--- config.mk ---
export PLATFORM = sky130hd
export DESIGN_NAME = teach_playback_stepper_positioner_top_flat
export DESIGN_NICKNAME = d
export VERILOG_FILES = /design/src/rtl/tpsp_pkg.sv /design/src/rtl/tpsp_if.sv /design/src/rtl/tpsp_ctrl.sv /design/src/rtl/tpsp_pipe.sv /design/src/rtl/teach_playback_stepper_positioner_top.sv /design/src/flat_wrapper.sv
export SDC_FILE = /design/constraint.sdc
export NUM_CORES = 1
export LEC_CHECK = 0
export BUFFER_PORTS_ARGS = -buffer_cell sky130_fd_sc_hd__buf_2
export CAP_MARGIN = 40
export CORE_ASPECT_RATIO = 1.5
export CORE_MARGIN = 8
export CORE_UTILIZATION = 55
export CTS_CLUSTER_SIZE = 24
export DETAILED_ROUTE_END_ITERATION = 8
export GPL_TIMING_DRIVEN = 1
export PLACE_DENSITY = 0.72
export SLEW_MARGIN = 30
export SYNTH_ARGS = -nofsm -noshare
export SYNTH_HDL_FRONTEND = slang
export SYNTH_SLANG_ARGS = --single-unit
--- constraint.sdc ---
create_clock -name i_clk -period 15.6 [get_ports i_clk]
set_input_delay 2.34 -clock i_clk [delete_from_list [all_inputs] [get_ports i_clk]]
set_output_delay 2.34 -clock i_clk [all_outputs]
set_load 0.1 [all_outputs]
--- src/rtl/tpsp_pkg.sv ---
// ----------------------------------------------------------------------------
// tpsp_pkg: shared types and constants of the teach-and-playback positioner
// Holds the mode codes, coil patterns, register indexes, reset values and
// the structures that travel between the control core and the result pipe.
// ----------------------------------------------------------------------------
package tpsp_pkg;

    // Operating modes: three teach steps, a wait for run, three playback poses.
    typedef enum logic [2:0] {
        MODE_TEACH0 = 3'd0,
        MODE_TEACH1 = 3'd1,
        MODE_TEACH2 = 3'd2,
        MODE_WAIT   = 3'd3,
        MODE_PLAY0  = 3'd4,
        MODE_PLAY1  = 3'd5,
        MODE_PLAY2  = 3'd6
    } t_mode;

    // Mode code shown on the result while the block is halted.
    localparam logic [2:0] MODE_SHOWN_HALTED = 3'd7;

    // Four-phase full-step coil patterns, bit 3 drives the first pin.
    localparam logic [3:0] PH_A = 4'b1100;
    localparam logic [3:0] PH_B = 4'b1001;
    localparam logic [3:0] PH_C = 4'b0011;
    localparam logic [3:0] PH_D = 4'b0110;

    // Configuration register indexes.
    localparam logic [1:0] CFG_DEADBAND   = 2'd0;
    localparam logic [1:0] CFG_MIN_DELAY  = 2'd1;
    localparam logic [1:0] CFG_DIVISOR    = 2'd2;

    // Reset values.
    localparam logic [3:0] DEADBAND_RST   = 4'd5;
    localparam logic [5:0] MIN_DELAY_RST  = 6'd9;
    localparam logic [7:0] DIVISOR_RST    = 8'd30;
    localparam logic [5:0] DELAY_RST      = 6'd15;
    localparam logic [5:0] SPEED_MAX      = 6'd63;

    // One input item.
    typedef struct packed {
        logic [9:0] pot_one;
        logic [9:0] pot_two;
        logic [9:0] pot_three;
        logic       save_level;
        logic       run_level;
        logic       stop_level;
    } t_item;

    // Result fields settled by the control core.
    typedef struct packed {
        logic [3:0] coils_one;
        logic [3:0] coils_two;
        logic [3:0] coils_three;
        logic [2:0] lamps;
        logic       gripper_closed;
        logic [2:0] mode_now;
        logic [2:0] arrived_mask;
    } t_res;

    // Control core to result pipe: settled fields plus the speed request.
    typedef struct packed {
        t_res       res;
        logic       upd;
        logic [9:0] speed;
    } t_tick;

    // One stage of the speed divider pipe.
    typedef struct packed {
        t_res       res;
        logic       upd;
        logic [9:0] rem;
        logic [5:0] quo;
        logic       sat;
    } t_stage;

endpackage

--- src/rtl/tpsp_if.sv ---
// ----------------------------------------------------------------------------
// tpsp_if: channel interfaces of the teach-and-playback positioner
// Input item channel, result item channel and configuration write channel,
// each with valid and ready and a source and a sink modport.
// ----------------------------------------------------------------------------
interface tpsp_in_if;
    logic       valid;
    logic       ready;
    logic [9:0] pot_one;
    logic [9:0] pot_two;
    logic [9:0] pot_three;
    logic       save_level;
    logic       run_level;
    logic       stop_level;

    modport source (output valid, pot_one, pot_two, pot_three, save_level,
                    run_level, stop_level, input ready);
    modport sink   (input valid, pot_one, pot_two, pot_three, save_level,
                    run_level, stop_level, output ready);
endinterface

interface tpsp_out_if;
    logic       valid;
    logic       ready;
    logic [3:0] coils_one;
    logic [3:0] coils_two;
    logic [3:0] coils_three;
    logic [5:0] step_delay_ms;
    logic [2:0] lamps;
    logic       gripper_closed;
    logic [2:0] mode_now;
    logic [2:0] arrived_mask;

    modport source (output valid, coils_one, coils_two, coils_three, step_delay_ms,
                    lamps, gripper_closed, mode_now, arrived_mask, input ready);
    modport sink   (input valid, coils_one, coils_two, coils_three, step_delay_ms,
                    lamps, gripper_closed, mode_now, arrived_mask, output ready);
endinterface

interface tpsp_cfg_if;
    logic       valid;
    logic       ready;
    logic [1:0] index;
    logic [7:0] data;

    modport source (output valid, index, data, input ready);
    modport sink   (input valid, index, data, output ready);
endinterface

--- src/rtl/tpsp_ctrl.sv ---
// ----------------------------------------------------------------------------
// tpsp_ctrl: mode machine and axis state of the positioner
// Holds mode, halt flag, axis positions, coil phases, taught poses and the
// lamp, gripper and arrival flags. Each accepted item updates them and
// hands the settled result fields to the result pipe.
// ----------------------------------------------------------------------------
module tpsp_ctrl #(
    parameter int AXES       = 3,
    parameter int POSE_SLOTS = 3,
    parameter int POS_BITS   = 12
) (
    input  logic           i_clk,
    input  logic           i_rst_n,
    input  logic           i_accept,
    input  tpsp_pkg::t_item i_item,
    input  logic [3:0]     i_deadband,
    output tpsp_pkg::t_tick o_tick
);
    import tpsp_pkg::*;

    localparam int SLOT_W = (POSE_SLOTS > 1) ? $clog2(POSE_SLOTS) : 1;
    localparam logic [POS_BITS-1:0] POS_ONE = {{(POS_BITS-1){1'b0}}, 1'b1};

    // State.
    t_mode                            r_mode,   n_mode;
    logic                             r_halted, n_halted;
    logic [AXES-1:0][POS_BITS-1:0]    r_pos,    n_pos;
    logic [AXES-1:0][3:0]             r_phase,  n_phase;
    logic [AXES-1:0]                  r_arr,    n_arr;
    logic                             r_servo,  n_servo;
    logic [2:0]                       r_lamp,   n_lamp;
    logic [AXES-1:0][POS_BITS-1:0]    r_pose [POSE_SLOTS];

    // Working signals of the tick.
    logic                             all_arr;
    logic                             store_en;
    logic [2:0]                       store_slot;
    logic                             teach_move;
    logic                             pose_move;
    logic                             upd;
    logic [2:0]                       slot_raw;
    logic [SLOT_W-1:0]                rd_slot;
    logic [AXES+2:0][9:0]             pots_pad;
    logic [AXES-1:0][POS_BITS-1:0]    tgt;
    logic [AXES-1:0][POS_BITS+4:0]    mv;
    logic [4*AXES+11:0]               ph_flat;
    logic [AXES+2:0]                  arr_pad;

    // Reset coil pattern of an axis.
    function automatic logic [3:0] f_phase_rst(input int a);
        logic [3:0] ph;
        if (a % 3 == 0) begin
            ph = PH_D;
        end else if (a % 3 == 1) begin
            ph = PH_C;
        end else begin
            ph = PH_A;
        end
        return ph;
    endfunction

    // One axis: arrival check, else one full step toward the target.
    // Returns {arrived, phase, position}.
    function automatic logic [POS_BITS+4:0] f_move(
        input logic [POS_BITS-1:0] pos,
        input logic [POS_BITS-1:0] target,
        input logic [3:0]          ph,
        input logic [3:0]          db
    );
        logic [POS_BITS-1:0] diff;
        logic [POS_BITS-1:0] npos;
        logic [3:0]          nph;
        logic                fwd;
        logic                arr;
        diff = (pos > target) ? (pos - target) : (target - pos);
        fwd  = (pos < target);
        npos = pos;
        nph  = ph;
        arr  = 1'b0;
        if (diff <= POS_BITS'(db)) begin
            arr = 1'b1;
        end else begin
            case (ph)
                PH_A: nph = fwd ? PH_B : PH_D;
                PH_B: nph = fwd ? PH_C : PH_A;
                PH_C: nph = fwd ? PH_D : PH_B;
                PH_D: nph = fwd ? PH_A : PH_C;
                default: nph = PH_A;
            endcase
            // An odd pattern is only replaced, the axis does not move.
            if (ph == PH_A || ph == PH_B || ph == PH_C || ph == PH_D) begin
                npos = fwd ? (pos + POS_ONE) : (pos - POS_ONE);
            end
        end
        return {arr, nph, npos};
    endfunction

    assign all_arr  = &r_arr;
    assign pots_pad = {{(AXES*10){1'b0}}, i_item.pot_three, i_item.pot_two,
                       i_item.pot_one};

    // Mode transition, then the action of the new mode.
    always_comb begin
        n_mode     = r_mode;
        n_halted   = r_halted;
        n_servo    = r_servo;
        n_lamp     = r_lamp;
        n_arr      = r_arr;
        store_en   = 1'b0;
        store_slot = 3'd0;
        teach_move = 1'b0;
        pose_move  = 1'b0;
        upd        = 1'b0;
        if (r_halted) begin
            if (i_item.run_level) begin
                n_halted = 1'b0;
                if (r_mode == MODE_PLAY0 || r_mode == MODE_PLAY1 ||
                    r_mode == MODE_PLAY2) begin
                    pose_move = 1'b1;
                end
            end
        end else begin
            case (r_mode)
                MODE_TEACH0: if (i_item.save_level) begin
                    n_mode     = MODE_TEACH1;
                    store_en   = 1'b1;
                    store_slot = 3'd0;
                end
                MODE_TEACH1: if (!i_item.save_level) begin
                    n_mode     = MODE_TEACH2;
                    store_en   = 1'b1;
                    store_slot = 3'd1;
                end
                MODE_TEACH2: if (i_item.save_level) begin
                    n_mode     = MODE_WAIT;
                    store_en   = 1'b1;
                    store_slot = 3'd2;
                end
                MODE_WAIT: if (i_item.run_level) begin
                    n_mode = MODE_PLAY0;
                    n_arr  = '0;
                end
                MODE_PLAY0: if (all_arr) begin
                    n_servo = 1'b0;
                    n_mode  = MODE_PLAY1;
                    n_arr   = '0;
                end
                MODE_PLAY1: if (all_arr) begin
                    n_mode = MODE_PLAY2;
                    n_arr  = '0;
                end
                MODE_PLAY2: if (all_arr) begin
                    n_servo = 1'b1;
                    n_mode  = MODE_PLAY0;
                    n_arr   = '0;
                end
                default: n_mode = MODE_TEACH0;
            endcase

            case (n_mode)
                MODE_TEACH0, MODE_TEACH1, MODE_TEACH2: begin
                    n_lamp     = n_mode;
                    teach_move = 1'b1;
                end
                MODE_WAIT: begin
                    n_lamp = r_lamp ^ 3'b111;
                end
                MODE_PLAY0, MODE_PLAY1, MODE_PLAY2: begin
                    n_lamp = n_mode;
                    upd    = 1'b1;
                    if (i_item.stop_level && !i_item.run_level) begin
                        n_halted = 1'b1;
                    end else begin
                        pose_move = 1'b1;
                    end
                end
                default: n_lamp = r_lamp;
            endcase
        end

        // Pose slot of the current playback mode.
        slot_raw = n_mode - 3'd4;
        rd_slot  = (int'(slot_raw) < POSE_SLOTS) ? slot_raw[SLOT_W-1:0] : '0;

        // Per-axis targets and moves.
        n_pos   = r_pos;
        n_phase = r_phase;
        for (int a = 0; a < AXES; a++) begin
            tgt[a] = teach_move ? POS_BITS'({pots_pad[a], 1'b0}) : r_pose[rd_slot][a];
            mv[a]  = f_move(r_pos[a], tgt[a], r_phase[a], i_deadband);
            if (teach_move || pose_move) begin
                n_pos[a]   = mv[a][POS_BITS-1:0];
                n_phase[a] = mv[a][POS_BITS+3:POS_BITS];
                n_arr[a]   = n_arr[a] | mv[a][POS_BITS+4];
            end
        end
    end

    // Result fields from the state after the tick.
    assign ph_flat = {12'b0, n_phase};
    assign arr_pad = {3'b0, n_arr};

    always_comb begin
        o_tick.res.coils_one      = ph_flat[3:0];
        o_tick.res.coils_two      = ph_flat[7:4];
        o_tick.res.coils_three    = ph_flat[11:8];
        o_tick.res.lamps          = n_halted ? 3'd0 : n_lamp;
        o_tick.res.gripper_closed = n_servo;
        o_tick.res.mode_now       = n_halted ? MODE_SHOWN_HALTED : n_mode;
        o_tick.res.arrived_mask   = arr_pad[2:0];
        o_tick.upd                = upd;
        o_tick.speed              = i_item.pot_one;
    end

    // State registers.
    always_ff @(posedge i_clk) begin
        if (!i_rst_n) begin
            r_mode   <= MODE_TEACH0;
            r_halted <= 1'b0;
            r_arr    <= '0;
            r_servo  <= 1'b0;
            r_lamp   <= 3'd0;
            r_pos    <= '0;
            for (int a = 0; a < AXES; a++) begin
                r_phase[a] <= f_phase_rst(a);
            end
        end else if (i_accept) begin
            r_mode   <= n_mode;
            r_halted <= n_halted;
            r_arr    <= n_arr;
            r_servo  <= n_servo;
            r_lamp   <= n_lamp;
            r_pos    <= n_pos;
            r_phase  <= n_phase;
        end
    end

    // Taught poses take the positions held before the tick.
    always_ff @(posedge i_clk) begin
        if (!i_rst_n) begin
            for (int s = 0; s < POSE_SLOTS; s++) begin
                r_pose[s] <= '0;
            end
        end else if (i_accept && store_en && (int'(store_slot) < POSE_SLOTS)) begin
            r_pose[store_slot[SLOT_W-1:0]] <= r_pos;
        end
    end

endmodule

--- src/rtl/tpsp_pipe.sv ---
// ----------------------------------------------------------------------------
// tpsp_pipe: speed divider and result register
// Carries the settled result fields through three stages while the speed
// sample is divided two quotient bits per stage, then fixes the step delay
// and holds the result item until it is taken. Stages close up over bubbles.
// ----------------------------------------------------------------------------
module tpsp_pipe (
    input  logic            i_clk,
    input  logic            i_rst_n,
    input  logic            i_load,
    input  tpsp_pkg::t_tick i_tick,
    input  logic [5:0]      i_min_delay,
    input  logic [7:0]      i_divisor,
    input  logic            i_out_ready,
    output logic            o_in_ready,
    output logic            o_valid,
    output tpsp_pkg::t_res  o_res,
    output logic [5:0]      o_delay
);
    import tpsp_pkg::*;

    t_stage     r_s0, r_s1, r_s2;
    t_stage     n_s1, n_s2, fin;
    logic [2:0] r_v;
    logic       r_ov;
    t_res       r_res;
    logic [5:0] r_out_delay;
    logic [5:0] r_delay;
    logic [7:0] div;
    logic [5:0] speed;
    logic [5:0] n_delay;
    logic [5:0] dly;
    logic       free0, free1, free2, free3;

    // One restoring step for quotient bit idx.
    function automatic t_stage f_step(input t_stage st, input logic [7:0] d,
                                      input logic [2:0] idx);
        logic [13:0] sh;
        t_stage      r;
        r  = st;
        sh = {6'b0, d} << idx;
        if ({4'b0, st.rem} >= sh) begin
            r.rem      = st.rem - sh[9:0];
            r.quo[idx] = 1'b1;
        end
        return r;
    endfunction

    // A divisor of zero counts as one.
    assign div = (i_divisor == 8'd0) ? 8'd1 : i_divisor;

    // Stage space: a stage is free when empty or moving on.
    assign free3      = !r_ov || i_out_ready;
    assign free2      = !r_v[2] || free3;
    assign free1      = !r_v[1] || free2;
    assign free0      = !r_v[0] || free1;
    assign o_in_ready = free0;

    // Saturation check and the top two quotient bits.
    always_comb begin
        n_s1     = r_s0;
        n_s1.sat = ({4'b0, r_s0.rem} >= {div, 6'b0});
        n_s1     = f_step(n_s1, div, 3'd5);
        n_s1     = f_step(n_s1, div, 3'd4);
    end

    // Middle two quotient bits.
    always_comb begin
        n_s2 = f_step(r_s1, div, 3'd3);
        n_s2 = f_step(n_s2, div, 3'd2);
    end

    // Last two bits, saturation and the lower limit.
    always_comb begin
        fin     = f_step(r_s2, div, 3'd1);
        fin     = f_step(fin, div, 3'd0);
        speed   = fin.sat ? SPEED_MAX : fin.quo;
        n_delay = (speed > i_min_delay) ? speed : i_min_delay;
        dly     = fin.upd ? n_delay : r_delay;
    end

    // Stage valids, the held step delay and the result valid.
    always_ff @(posedge i_clk) begin
        if (!i_rst_n) begin
            r_v     <= 3'b000;
            r_ov    <= 1'b0;
            r_delay <= DELAY_RST;
        end else begin
            if (free0) r_v[0] <= i_load;
            if (free1) r_v[1] <= r_v[0];
            if (free2) r_v[2] <= r_v[1];
            if (free3) r_ov   <= r_v[2];
            if (free3 && r_v[2] && fin.upd) begin
                r_delay <= n_delay;
            end
        end
    end

    // Stage payloads.
    always_ff @(posedge i_clk) begin
        if (free0 && i_load) begin
            r_s0.res <= i_tick.res;
            r_s0.upd <= i_tick.upd;
            r_s0.rem <= i_tick.speed;
            r_s0.quo <= 6'd0;
            r_s0.sat <= 1'b0;
        end
        if (free1 && r_v[0]) r_s1 <= n_s1;
        if (free2 && r_v[1]) r_s2 <= n_s2;
        if (free3 && r_v[2]) begin
            r_res       <= fin.res;
            r_out_delay <= dly;
        end
    end

    assign o_valid = r_ov;
    assign o_res   = r_res;
    assign o_delay = r_out_delay;

endmodule

--- src/rtl/teach_playback_stepper_positioner_top.sv ---
// ----------------------------------------------------------------------------
// teach_playback_stepper_positioner_top: three-axis teach-and-playback stepper
// Path: an accepted item passes stages s0, s1, s2, then the result register.
// Throughput: one item per cycle unless the result channel stalls; the mode
// machine settles each accepted item and the three-stage speed divider follows.
// Reset: synchronous, active low; control state, valids and configuration take
// reset values with no clearing pass; the pipe payload registers keep theirs.
// ----------------------------------------------------------------------------
module teach_playback_stepper_positioner_top #(
    parameter int AXES       = 3,
    parameter int POSE_SLOTS = 3,
    parameter int POS_BITS   = 12
) (
    input  logic            i_clk,
    input  logic            i_rst_n,
    tpsp_in_if.sink         i_item,
    tpsp_out_if.source      o_res,
    tpsp_cfg_if.sink        i_cfg
);
    import tpsp_pkg::*;

    logic [3:0] r_deadband;
    logic [5:0] r_min_delay;
    logic [7:0] r_divisor;
    t_item      item;
    t_tick      tick;
    t_res       res;
    logic [5:0] delay;
    logic       in_ready;
    logic       accept;
    logic       out_valid;

    // Configuration writes are always taken.
    assign i_cfg.ready = 1'b1;

    always_ff @(posedge i_clk) begin
        if (!i_rst_n) begin
            r_deadband  <= DEADBAND_RST;
            r_min_delay <= MIN_DELAY_RST;
            r_divisor   <= DIVISOR_RST;
        end else if (i_cfg.valid) begin
            case (i_cfg.index)
                CFG_DEADBAND:  r_deadband  <= i_cfg.data[3:0];
                CFG_MIN_DELAY: r_min_delay <= i_cfg.data[5:0];
                CFG_DIVISOR:   r_divisor   <= i_cfg.data;
                default:       r_deadband  <= r_deadband;
            endcase
        end
    end

    // Input item.
    always_comb begin
        item.pot_one    = i_item.pot_one;
        item.pot_two    = i_item.pot_two;
        item.pot_three  = i_item.pot_three;
        item.save_level = i_item.save_level;
        item.run_level  = i_item.run_level;
        item.stop_level = i_item.stop_level;
    end

    assign i_item.ready = in_ready;
    assign accept       = i_item.valid && in_ready;

    tpsp_ctrl #(
        .AXES       (AXES),
        .POSE_SLOTS (POSE_SLOTS),
        .POS_BITS   (POS_BITS)
    ) u_ctrl (
        .i_clk      (i_clk),
        .i_rst_n    (i_rst_n),
        .i_accept   (accept),
        .i_item     (item),
        .i_deadband (r_deadband),
        .o_tick     (tick)
    );

    tpsp_pipe u_pipe (
        .i_clk       (i_clk),
        .i_rst_n     (i_rst_n),
        .i_load      (accept),
        .i_tick      (tick),
        .i_min_delay (r_min_delay),
        .i_divisor   (r_divisor),
        .i_out_ready (o_res.ready),
        .o_in_ready  (in_ready),
        .o_valid     (out_valid),
        .o_res       (res),
        .o_delay     (delay)
    );

    // Result item.
    assign o_res.valid          = out_valid;
    assign o_res.coils_one      = res.coils_one;
    assign o_res.coils_two      = res.coils_two;
    assign o_res.coils_three    = res.coils_three;
    assign o_res.step_delay_ms  = delay;
    assign o_res.lamps          = res.lamps;
    assign o_res.gripper_closed = res.gripper_closed;
    assign o_res.mode_now       = res.mode_now;
    assign o_res.arrived_mask   = res.arrived_mask;

endmodule

--- src/flat_wrapper.sv ---
// flat-port wrapper written by rule: the top's interface ports become plain ports
module teach_playback_stepper_positioner_top_flat import tpsp_pkg::*;
#(
    parameter int AXES       = 3,
    parameter int POSE_SLOTS = 3,
    parameter int POS_BITS   = 12
)
  (i_clk, i_rst_n, i_item_valid, i_item_pot_one, i_item_pot_two, i_item_pot_three, i_item_save_level, i_item_run_level, i_item_stop_level, i_item_ready, o_res_valid, o_res_coils_one, o_res_coils_two, o_res_coils_three, o_res_step_delay_ms, o_res_lamps, o_res_gripper_closed, o_res_mode_now, o_res_arrived_mask, o_res_ready, i_cfg_valid, i_cfg_index, i_cfg_data, i_cfg_ready);
  tpsp_in_if i_item_i ();
  tpsp_out_if o_res_i ();
  tpsp_cfg_if i_cfg_i ();
  input  logic i_clk;
  input  logic i_rst_n;
  input wire logic [$bits(i_item_i.valid)-1:0] i_item_valid;
  input wire logic [$bits(i_item_i.pot_one)-1:0] i_item_pot_one;
  input wire logic [$bits(i_item_i.pot_two)-1:0] i_item_pot_two;
  input wire logic [$bits(i_item_i.pot_three)-1:0] i_item_pot_three;
  input wire logic [$bits(i_item_i.save_level)-1:0] i_item_save_level;
  input wire logic [$bits(i_item_i.run_level)-1:0] i_item_run_level;
  input wire logic [$bits(i_item_i.stop_level)-1:0] i_item_stop_level;
  output wire logic [$bits(i_item_i.ready)-1:0] i_item_ready;
  output wire logic [$bits(o_res_i.valid)-1:0] o_res_valid;
  output wire logic [$bits(o_res_i.coils_one)-1:0] o_res_coils_one;
  output wire logic [$bits(o_res_i.coils_two)-1:0] o_res_coils_two;
  output wire logic [$bits(o_res_i.coils_three)-1:0] o_res_coils_three;
  output wire logic [$bits(o_res_i.step_delay_ms)-1:0] o_res_step_delay_ms;
  output wire logic [$bits(o_res_i.lamps)-1:0] o_res_lamps;
  output wire logic [$bits(o_res_i.gripper_closed)-1:0] o_res_gripper_closed;
  output wire logic [$bits(o_res_i.mode_now)-1:0] o_res_mode_now;
  output wire logic [$bits(o_res_i.arrived_mask)-1:0] o_res_arrived_mask;
  input wire logic [$bits(o_res_i.ready)-1:0] o_res_ready;
  input wire logic [$bits(i_cfg_i.valid)-1:0] i_cfg_valid;
  input wire logic [$bits(i_cfg_i.index)-1:0] i_cfg_index;
  input wire logic [$bits(i_cfg_i.data)-1:0] i_cfg_data;
  output wire logic [$bits(i_cfg_i.ready)-1:0] i_cfg_ready;
  assign i_item_i.valid = i_item_valid;
  assign i_item_i.pot_one = i_item_pot_one;
  assign i_item_i.pot_two = i_item_pot_two;
  assign i_item_i.pot_three = i_item_pot_three;
  assign i_item_i.save_level = i_item_save_level;
  assign i_item_i.run_level = i_item_run_level;
  assign i_item_i.stop_level = i_item_stop_level;
  assign i_item_ready = i_item_i.ready;
  assign o_res_valid = o_res_i.valid;
  assign o_res_coils_one = o_res_i.coils_one;
  assign o_res_coils_two = o_res_i.coils_two;
  assign o_res_coils_three = o_res_i.coils_three;
  assign o_res_step_delay_ms = o_res_i.step_delay_ms;
  assign o_res_lamps = o_res_i.lamps;
  assign o_res_gripper_closed = o_res_i.gripper_closed;
  assign o_res_mode_now = o_res_i.mode_now;
  assign o_res_arrived_mask = o_res_i.arrived_mask;
  assign o_res_i.ready = o_res_ready;
  assign i_cfg_i.valid = i_cfg_valid;
  assign i_cfg_i.index = i_cfg_index;
  assign i_cfg_i.data = i_cfg_data;
  assign i_cfg_ready = i_cfg_i.ready;
  teach_playback_stepper_positioner_top #(.AXES(AXES), .POSE_SLOTS(POSE_SLOTS), .POS_BITS(POS_BITS)) u_core (.i_clk(i_clk), .i_rst_n(i_rst_n), .i_item(i_item_i), .o_res(o_res_i), .i_cfg(i_cfg_i));
endmodule
==> results by group, run 1 <==
Synthesis
  – Synthesized netlist cell count: around 2100
  – Syn_nets: around 2300
  – Area contributors post-synth: sky130_fd_sc_hd__edfxtp_1 (35%), sky130_fd_sc_hd__ha_1 (9.8%), sky130_fd_sc_hd__dfxtp_1 (8.3%)
  – Sequential fraction of the synthesis area: approximately 43%
  – Library cell occupying the most area in the post-synthesis netlist: sky130_fd_sc_hd__edfxtp_1
  – Most common cell in the netlist: sky130_fd_sc_hd__edfxtp_1
  – Mean instance size in the synthesized netlist: 9.977 sq um
  – Async set-reset flop share out of synthesis: 0%
  – Distinct cell type count after synthesis: 91
  – Number of synthesis warnings: 0
  – Multiplexer share of the synthesized area: under 10%
  – Cell area after synthesis: ~21000 sq um
  – Commonest cells in the netlist: sky130_fd_sc_hd__edfxtp_1 (243), sky130_fd_sc_hd__nor2_1 (205), sky130_fd_sc_hd__ha_1 (163)
  – Top-area cell type share of the netlist area: about a third
  – Adder-Cell Fraction of Synth Area: 11.10%
  – Largest family of logic cells by synthesized area: compound AO/OA/AOI/OAI gates
  – Number of enable flip-flop cells after synthesis: 243
  – Xor/xnor cell area share of the yosys netlist: between 2 and 3%
  – Register bit total from synthesis: 330
  – Area fraction in compound gates after synthesis: about 17%
  – Dominant register cell in the synthesized netlist: sky130_fd_sc_hd__edfxtp_1
  – Simple logic cell fraction of the synthesized area: ~16%

Route
  – Average detailed-routed wire length per instance: between 15 and 20 microns
  – DR iter-0 viols: between 900 and 1000
  – Number of remaining DRC errors: 0
  – DRT Pass-1 Iters: 6
  – Overall via count from detail_route: approximately 16000
  – Detail Route Antenna Nets: 0
  – Routed wire length: between 50000 and 60000 microns
  – Via count normalized by instance count: approximately 6.1

Placement
  – Sum of net half-perimeters after detailed placement: ~37000 microns
  – Post-placement setup slack: just over 5 ns
  – Number of buffers inserted by port buffering: 77
  – Final weighted congestion of routability-driven global placement: between 0.9 and 1

Clocking
  – Number of setup buffers added after CTS: 0
  – Count of hold buffers inserted by post-cts repair: 0
  – Number of gates resized after cts: 0
  – Cell chosen for the clock root: sky130_fd_sc_hd__clkbuf_16
  – Clock transition at the registers of the reported paths: ~0.06 ns
  – Maximum root-to-sink buffer count: 3
  – Cts bufs inserted: 34
  – Clock sink total: 330
  – Htree depth: 2
  – CTS tree: done
  – Clock network latency to the later pin of the worst-skew pair: 0.55 ns

Global routing
  – Global-route wire length before repair: ~84000 microns
  – Global routing met2 resource utilization: between 40% and 50%
  – Global-route layer with the greatest usage: met2
  – Maximum number of pins on one net before global-route repair: 73
  – Fraction of met3 tracks used by global routing: roughly 2.7%
  – Global-route usage over all layers: a little under a quarter
  – Antenna violations before repair: 1
  – Global routing met1 resource utilization: 24.26%
  – Number of global-route vias before repair: 16640
  – Remaining global-route overflow: 0

Final layout
  – Layout filler cell count: roughly 3100
  – Share of cells above drive strength 1: 10.98%
  – Layout-stage area growth over the synthesis result: 9.672%
  – Area of the multi-input gates: ~11000 sq um
  – Area taken by flip-flops and latches: around 9000 sq um
  – Layout net count: approximately 2400

STA
  – Final clock skew: ~0.026 ns
  – Pins over their slew limit: 0
  – Maximum operating frequency: around 110 MHz
  – Clock period minus worst slack: roughly 9.5 ns
  – Endpoints failing setup: 0
  – Final hold viol count: 0
  – RSZ-0062 raised after global routing: false
  – Final Worst Setup Slack: approximately 6 ns
  – Worst-margin pin slew: about 0.84 ns
  – Fin crit share: about three fifths
  – Sum Neg Setup Slack: 0 ns
  – Worst slew slack as a fraction of its limit: 43.78%

Job
  – Max-cap viol count: 0

Min path
  – Hold/Removal Path Class: flip-flop to flip-flop

Die
  – Initial cell density of the core: 55.63%
  – Total Die Area: 44610 sq um
  – Die outline height: approximately 250 microns
  – Horizontal extent of the die: between 150 and 200 microns
  – Site Rows: a little under 90
  – IO Count: 79
  – Floorplan core area: 37550 sq um

Power and ir drop
  – PD cells: 103.4 nW/um^2
  – Max IR drop VDD: 0.08801 mV
  – Static power due to leakage: around 9.3 nW

Worst setup path
  – CP endpoint kind: flip-flop
  – Kind of start point of the critical path: input port
  – Critical path type: input port to flip-flop
  – Largest fanout on the critical path: 36
  – Data arrival time of the critical path: 9.78 ns
  – Worst EP required: approximately 16 ns

Status
  – Status: complete, no violations
[registers in the layout, indices dropped and copies added, names as in the netlist, 3 cells and up]
register and cells:
u_core.r_deadband 4, u_core.r_divisor 8, u_core.r_min_delay 6, u_core.u_ctrl.r_arr 3, u_core.u_ctrl.r_lamp 3, u_core.u_ctrl.r_mode 3
u_core.u_ctrl.r_phase 12, u_core.u_ctrl.r_pos 36, u_core.u_ctrl.r_pose 108, u_core.u_pipe.fin 28, u_core.u_pipe.n_s1 23, u_core.u_pipe.n_s2 26
u_core.u_pipe.o_delay 6, u_core.u_pipe.o_res 22, u_core.u_pipe.r_delay 6, u_core.u_pipe.r_s0 10, u_core.u_pipe.r_s1 10, u_core.u_pipe.r_s2 10
u_core.u_pipe.r_v 3
[worst paths after layout]
kind                                   startpoint                                to  slack (ns)  cells past startpoint
max reg2reg  u_core.u_ctrl.r_mode[2]$_SDFFE_PN0P_  u_core.u_pipe.n_s1[28]$_DFFE_PP_        7.56                     27
min reg2reg  u_core.u_pipe.n_s1[26]$_SDFFCE_PP0P_  u_core.u_pipe.n_s2[26]$_DFFE_PP_        0.42                      0
max                             i_item_save_level  u_core.u_pipe.n_s1[28]$_DFFE_PP_        6.13                     28
min          u_core.u_pipe.n_s1[26]$_SDFFCE_PP0P_  u_core.u_pipe.n_s2[26]$_DFFE_PP_        0.42                      0
[worst max-delay path, stage by stage]
cell	delay, ns
sky130_fd_sc_hd__buf_2	0.26
sky130_fd_sc_hd__inv_1	0.16
sky130_fd_sc_hd__o22ai_1	0.17
sky130_fd_sc_hd__nor2_1	0.06
sky130_fd_sc_hd__a21oi_1	0.28
sky130_fd_sc_hd__mux2i_1	0.23
sky130_fd_sc_hd__nor4_2	0.32
sky130_fd_sc_hd__buf_4	0.63
sky130_fd_sc_hd__mux2i_1	0.25
sky130_fd_sc_hd__nand2_1	0.09
sky130_fd_sc_hd__a22o_1	0.23
sky130_fd_sc_hd__ha_1	0.49
sky130_fd_sc_hd__a21oi_1	0.35
sky130_fd_sc_hd__o211ai_1	0.14
sky130_fd_sc_hd__a31o_1	0.27
sky130_fd_sc_hd__a221oi_4	0.50
sky130_fd_sc_hd__nor2_1	0.19
sky130_fd_sc_hd__mux2i_1	0.23
sky130_fd_sc_hd__xor2_1	0.17
sky130_fd_sc_hd__ha_1	0.26
sky130_fd_sc_hd__o21a_1	0.11
sky130_fd_sc_hd__o21a_1	0.15
sky130_fd_sc_hd__o21ai_0	0.22
sky130_fd_sc_hd__o2111ai_1	0.19
sky130_fd_sc_hd__or4_4	0.48
sky130_fd_sc_hd__o22a_1	0.43
sky130_fd_sc_hd__nand2_2	0.21
sky130_fd_sc_hd__mux2_1	0.34
[cells in the final DEF, fill, tap and decap left out, types with 31 or more instances in the layout]
cell / instances
sky130_fd_sc_hd__ha_1: 163
sky130_fd_sc_hd__xnor2_1: 44
sky130_fd_sc_hd__a21o_1: 43
sky130_fd_sc_hd__nor2_1: 205
sky130_fd_sc_hd__o21ai_0: 89
sky130_fd_sc_hd__clkbuf_16: 34
sky130_fd_sc_hd__nand2_1: 119
sky130_fd_sc_hd__dfxtp_1: 87
sky130_fd_sc_hd__mux2_2: 33
sky130_fd_sc_hd__a21oi_1: 128
sky130_fd_sc_hd__and2_1: 44
sky130_fd_sc_hd__mux2i_1: 81
sky130_fd_sc_hd__nor2b_1: 37
sky130_fd_sc_hd__and3_1: 49
sky130_fd_sc_hd__nor3_1: 32
sky130_fd_sc_hd__a22oi_1: 31
sky130_fd_sc_hd__buf_2: 77
sky130_fd_sc_hd__nor4_1: 42
sky130_fd_sc_hd__inv_1: 118
sky130_fd_sc_hd__edfxtp_1: 243
[power by group]
part	internal, mW	switching, mW
clock network	0.485	0.352
logic	0.206	0.312
registers	0.990	0.0256
[cell families (layout without fill, tap and decap cells)]
family,after synthesis,count (layout)
and+or+nand+nor,651,651
AOI/OAI and AO/OA,531,531
DFF,330,330
buffers and inverters,221,285
adders and majority gates,177,177
muxes,118,118
xor gates and xnor gates,65,65
other,1,2
[metrics by stage]
| stage | utilization (%) | hold WS (ns) | area, sq um | cells | power [mW] |
|---|---|---|---|---|---|
| 2_1_floorplan | - | 0.4003 | 20890 | 2094 | 1.417 |
| 3_3_place_gp | 57.68 | 0.4011 | 21660 | 2579 | 1.531 |
| 3_5_place_dp | 57.86 | 0.4045 | 21730 | 2583 | 1.546 |
| 4_1_cts | 60.94 | 0.4145 | 22890 | 2645 | 2.383 |
| 5_1_grt | 61.01 | 0.4204 | 22910 | 2648 | 2.473 |
| 6_report | 61.01 | 0.4164 | 22910 | 2648 | 2.370 |
[area by class of cell]
type                            count  area share [%]
Multi-Input combinational cell   1543           48.21
Inverter                          121           1.982
Timing Repair Buffer              102           2.632
Clock inverter                     13          0.8682
Tap cell                          489           2.670
Clock buffer                       49           4.177
Antenna cell                        1         0.01092
Sequential cell                   330           39.45
[metal layers]
layer,routed length (microns),vias to the layer above,part of all wire [%]
met1,20420,7852,39
met2,27760,379,53
met4,2800,0,5.3
met3,1792,159,3.4
met5,0,-,0
li1,-,7803,-
(Power assumes the default switching activity.)
==> run 2, diff against run 1 <==
ABC_AREA = 1   (was not set)
clock period = 9.1 ns   (was 15.6 ns; I/O delays follow)
==> run 2 against run 1 <==
  * Utilization is 0.058 points lower
  * Flip-flop and latch count stayed put
  * Cell area is 2.5% higher
  * First-iteration DRC count is 24% higher
  * Die area is 2.7% higher
  * Critical endpoint is now u_core.u_ctrl.r_pos[3]$_SDFFE_PN0P_
==> results by group, run 2 <==
Route
  – Number of remaining DRC errors: 0 (unchanged)
  – DRT Pass-1 Iters: 6 (unchanged)
  – Detail Route Antenna Nets: 0 (unchanged)
  – Overall via count from detail_route: 18280 (+13%)
  – Via count normalized by instance count: 5.525 (-9.7%)
  – Routed wire length: 56800 microns (+7.6%)
  – DR iter-0 viols: 1234 (+24%)
  – Average detailed-routed wire length per instance: 17.16 microns (-14%)

Placement
  – Number of buffers inserted by port buffering: 77 (unchanged)
  – Sum of net half-perimeters after detailed placement: 42950 microns (+15%)
  – Final weighted congestion of routability-driven global placement: 1.006 (+2.7%)
  – Post-Place Cell Area: 22330 sq um (+2.8%)

Worst setup path
  – Cell at the slowest stage of the critical path: sky130_fd_sc_hd__buf_4
  – CP endpoint kind: flip-flop
  – Worst EP required: 9.57 ns (-6.33 ns)
  – Kind of start point of the critical path: input port
  – Critical path type: input port to flip-flop
  – Data arrival time of the critical path: 7.44 ns (-2.34 ns)
  – Crit-path max cell delay: 0.47 ns (-0.16 ns)
  – Family with the most delay on the worst path: simple AND/OR/NAND/NOR gates
  – Largest fanout on the critical path: 52 (+44%)
  – CP bufs+invs: 7 (+4)
  – Crit-path most repeated cell: sky130_fd_sc_hd__nand2_1
  – Slack of the worst reg-to-reg path: 2.36 ns (-5.20 ns)

Power and ir drop
  – Max IR drop VDD: 0.1837 mV (+110%)
  – PD cells: 212.8 nW/um^2 (+110%)
  – Static power due to leakage: 11.02 nW (+18%)

Synthesis
  – Sequential fraction of the synthesis area: 42.04% (-1.2 points)
  – Number of enable flip-flop cells after synthesis: 243 (unchanged)
  – Async set-reset flop share out of synthesis: 0% (unchanged)
  – Commonest cells in the netlist: sky130_fd_sc_hd__nand2_1 (691), sky130_fd_sc_hd__inv_1 (395), sky130_fd_sc_hd__nor2_1 (278)
  – Area contributors post-synth: sky130_fd_sc_hd__edfxtp_1 (34%), sky130_fd_sc_hd__nand2_1 (12%), sky130_fd_sc_hd__ha_1 (9.5%)
  – Number of synthesis warnings: 0 (unchanged)
  – Distinct cell type count after synthesis: 63 (-31%)
  – Top-area cell type share of the netlist area: 33.94% (-0.99 points)
  – Most common cell in the netlist: sky130_fd_sc_hd__nand2_1
  – Synthesized netlist cell count: 2716 (+30%)
  – Library cell occupying the most area in the post-synthesis netlist: sky130_fd_sc_hd__edfxtp_1
  – Syn_nets: 2941 (+27%)
  – Register bit total from synthesis: 330 (unchanged)
  – Dominant register cell in the synthesized netlist: sky130_fd_sc_hd__edfxtp_1
  – Mean instance size in the synthesized netlist: 7.917 sq um (-21%)
  – Cell area after synthesis: 21500 sq um (+2.9%)

STA
  – Final clock skew: 0.01506 ns (-0.01072 ns)
  – Worst-margin pin slew: 0.7382 ns (-0.1051 ns)
  – Pins over their slew limit: 0 (unchanged)
  – Final hold viol count: 0 (unchanged)
  – Maximum operating frequency: between 100 and 150 MHz
  – Fin crit share: approximately 77%
  – Endpoints failing setup: 0 (unchanged)
  – Clock period minus worst slack: 6.968 ns
  – Hold WS: 0.4150 ns (-0.001337 ns)
  – Sum Neg Setup Slack: 0 ns (unchanged)
  – Worst slew slack as a fraction of its limit: 50.79% (+7.0 points)
  – RSZ-0062 raised after global routing: false

Die
  – IO Count: 79 (unchanged)
  – Total Die Area: 45810 sq um (+2.7%)
  – Floorplan core area: 38540 sq um (+2.6%)
  – Initial cell density of the core: 55.80% (+0.16 points)
  – Die outline height: 258.2 microns (+1.4%)
  – Site Rows: 88 (+1.1%)
  – Horizontal extent of the die: 177.4 microns (+1.3%)

Final layout
  – Final core utilization: 60.95% (about the same)
  – Flip-flop count of the largest register, all copies and words added: 108 (unchanged)
  – Commonest non-fill, non-tap cell in the layout: sky130_fd_sc_hd__nand2_1
  – Share of cells above drive strength 1: 8.706% (-2.3 points)
  – Layout-stage area growth over the synthesis result: 9.246%
  – Layout Cell Area excl Fill: 23490 sq um (+2.5%)
  – Commonest cells after routing, fill and taps aside: sky130_fd_sc_hd__nand2_1 (691), sky130_fd_sc_hd__inv_1 (395), sky130_fd_sc_hd__nor2_1 (277)
  – Layout net count: 3013 (+28%)
  – Layout filler cell count: 3433 (+9.2%)
  – Most flop-heavy register: u_core.u_ctrl.r_pose
  – N_diodes: 0 (-1)

Clocking
  – Htree depth: 2 (unchanged)
  – Number of gates resized after cts: 0 (unchanged)
  – Count of hold buffers inserted by post-cts repair: 0 (unchanged)
  – Clock sink total: 330 (unchanged)
  – Cell chosen for the clock root: sky130_fd_sc_hd__clkbuf_16
  – Clock network latency to the later pin of the worst-skew pair: 0.54 ns (about the same)
  – Number of setup buffers added after CTS: 0 (unchanged)
  – Clock transition at the registers of the reported paths: 0.06 ns (about the same)
  – Cts bufs inserted: 34 (unchanged)
  – Maximum root-to-sink buffer count: 3 (unchanged)
  – CTS tree: done

Global routing
  – Remaining global-route overflow: 0 (unchanged)
  – Number of global-route vias before repair: 18290 (+9.9%)
  – Maximum number of pins on one net before global-route repair: 64 (-12%)
  – Antenna violations before repair: 0 (-1)
  – Global-route wire length before repair: 90730 microns (+8.4%)
  – Global-route usage over all layers: 24.65% (+1.5 points)

Min path
  – Hold/Removal Path Class: flip-flop to flip-flop

Job
  – Max-cap viol count: 0 (unchanged)

Status
  – Status: complete, no violations
[run 2: path summary, 6_finish.rpt]
path	startpoint	cells past startpoint	end
worst max-delay path	i_item_run_level	42	u_core.u_ctrl.r_pos[3]$_SDFFE_PN0P_
worst min-delay path	u_core.u_pipe.n_s1[35]$_DFFE_PP_	0	u_core.u_pipe.n_s2[35]$_DFFE_PP_
worst max register to register	u_core.u_ctrl.r_halted$_SDFFE_PN0P_	38	u_core.u_ctrl.r_pos[3]$_SDFFE_PN0P_
worst min register to register	u_core.u_pipe.n_s1[35]$_DFFE_PP_	0	u_core.u_pipe.n_s2[35]$_DFFE_PP_
[run 2: worst register-to-register path: cells and delay by family (launching register included)]
kind	cells	cell delay, ns
and+or+nand+nor	23	2.39
buffers and inverters	7	1.48
AOI/OAI and AO/OA	4	1.02
adders and majority gates	3	0.93
DFF	1	0.65
xor gates and xnor gates	1	0.17
[run 2: through the flow]
step	worst slack (ns)	power (mW)	std cells
finish	2.132	4.998	3309
global route	1.438	5.312	3309
CTS	2.095	5.017	3308
detailed placement	1.534	3.566	3246
global placement	1.737	3.528	3243
floorplan	3.177	3.138	2716
[run 2: metal layers]
layer | global-route usage (%) | vias up | wire length [microns]
met5 | 0 | - | 0
met4 | 16.46 | 0 | 4020
met2 | 44.53 | 603 | 28760
met3 | 3.097 | 201 | 3032
met1 | 26.34 | 8414 | 20980
li1 | - | 9064 | -
[run 2: kinds of logic (layout without fill, tap and decap cells)]
logic type      after synthesis  after routing  share of synthesized area (%)
xor+xnor                     67             67                          2.729
mux                           4              4                         0.1920
other cells                   1              1                        0.01744
buf+inv                     482            580                          8.903
flops                       330            330                          42.04
compound gates              410            410                          10.82
simple gates               1245           1245                          24.52
fa+ha+maj                   177            177                          10.79
[run 2: power breakdown]
part / switching, mW / leakage [nW] / internal [mW]
clock: 0.616 / 0.551 / 0.829
sequential: 0.0686 / 3.10 / 1.74
combinational: 1.16 / 7.38 / 0.583
total: 1.85 / 11.0 / 3.15
[run 2: cell type report]
type	instances	area [sq um]	area share (%)
clock inverters	18	256.5	1.092
well taps	495	619.3	2.637
clock buffers	44	898.4	3.824
multi-input cells	1904	10560	44.94
flip-flops and latches	330	9039	38.48
inverters	419	1580	6.727
repair buffers	99	540.5	2.301
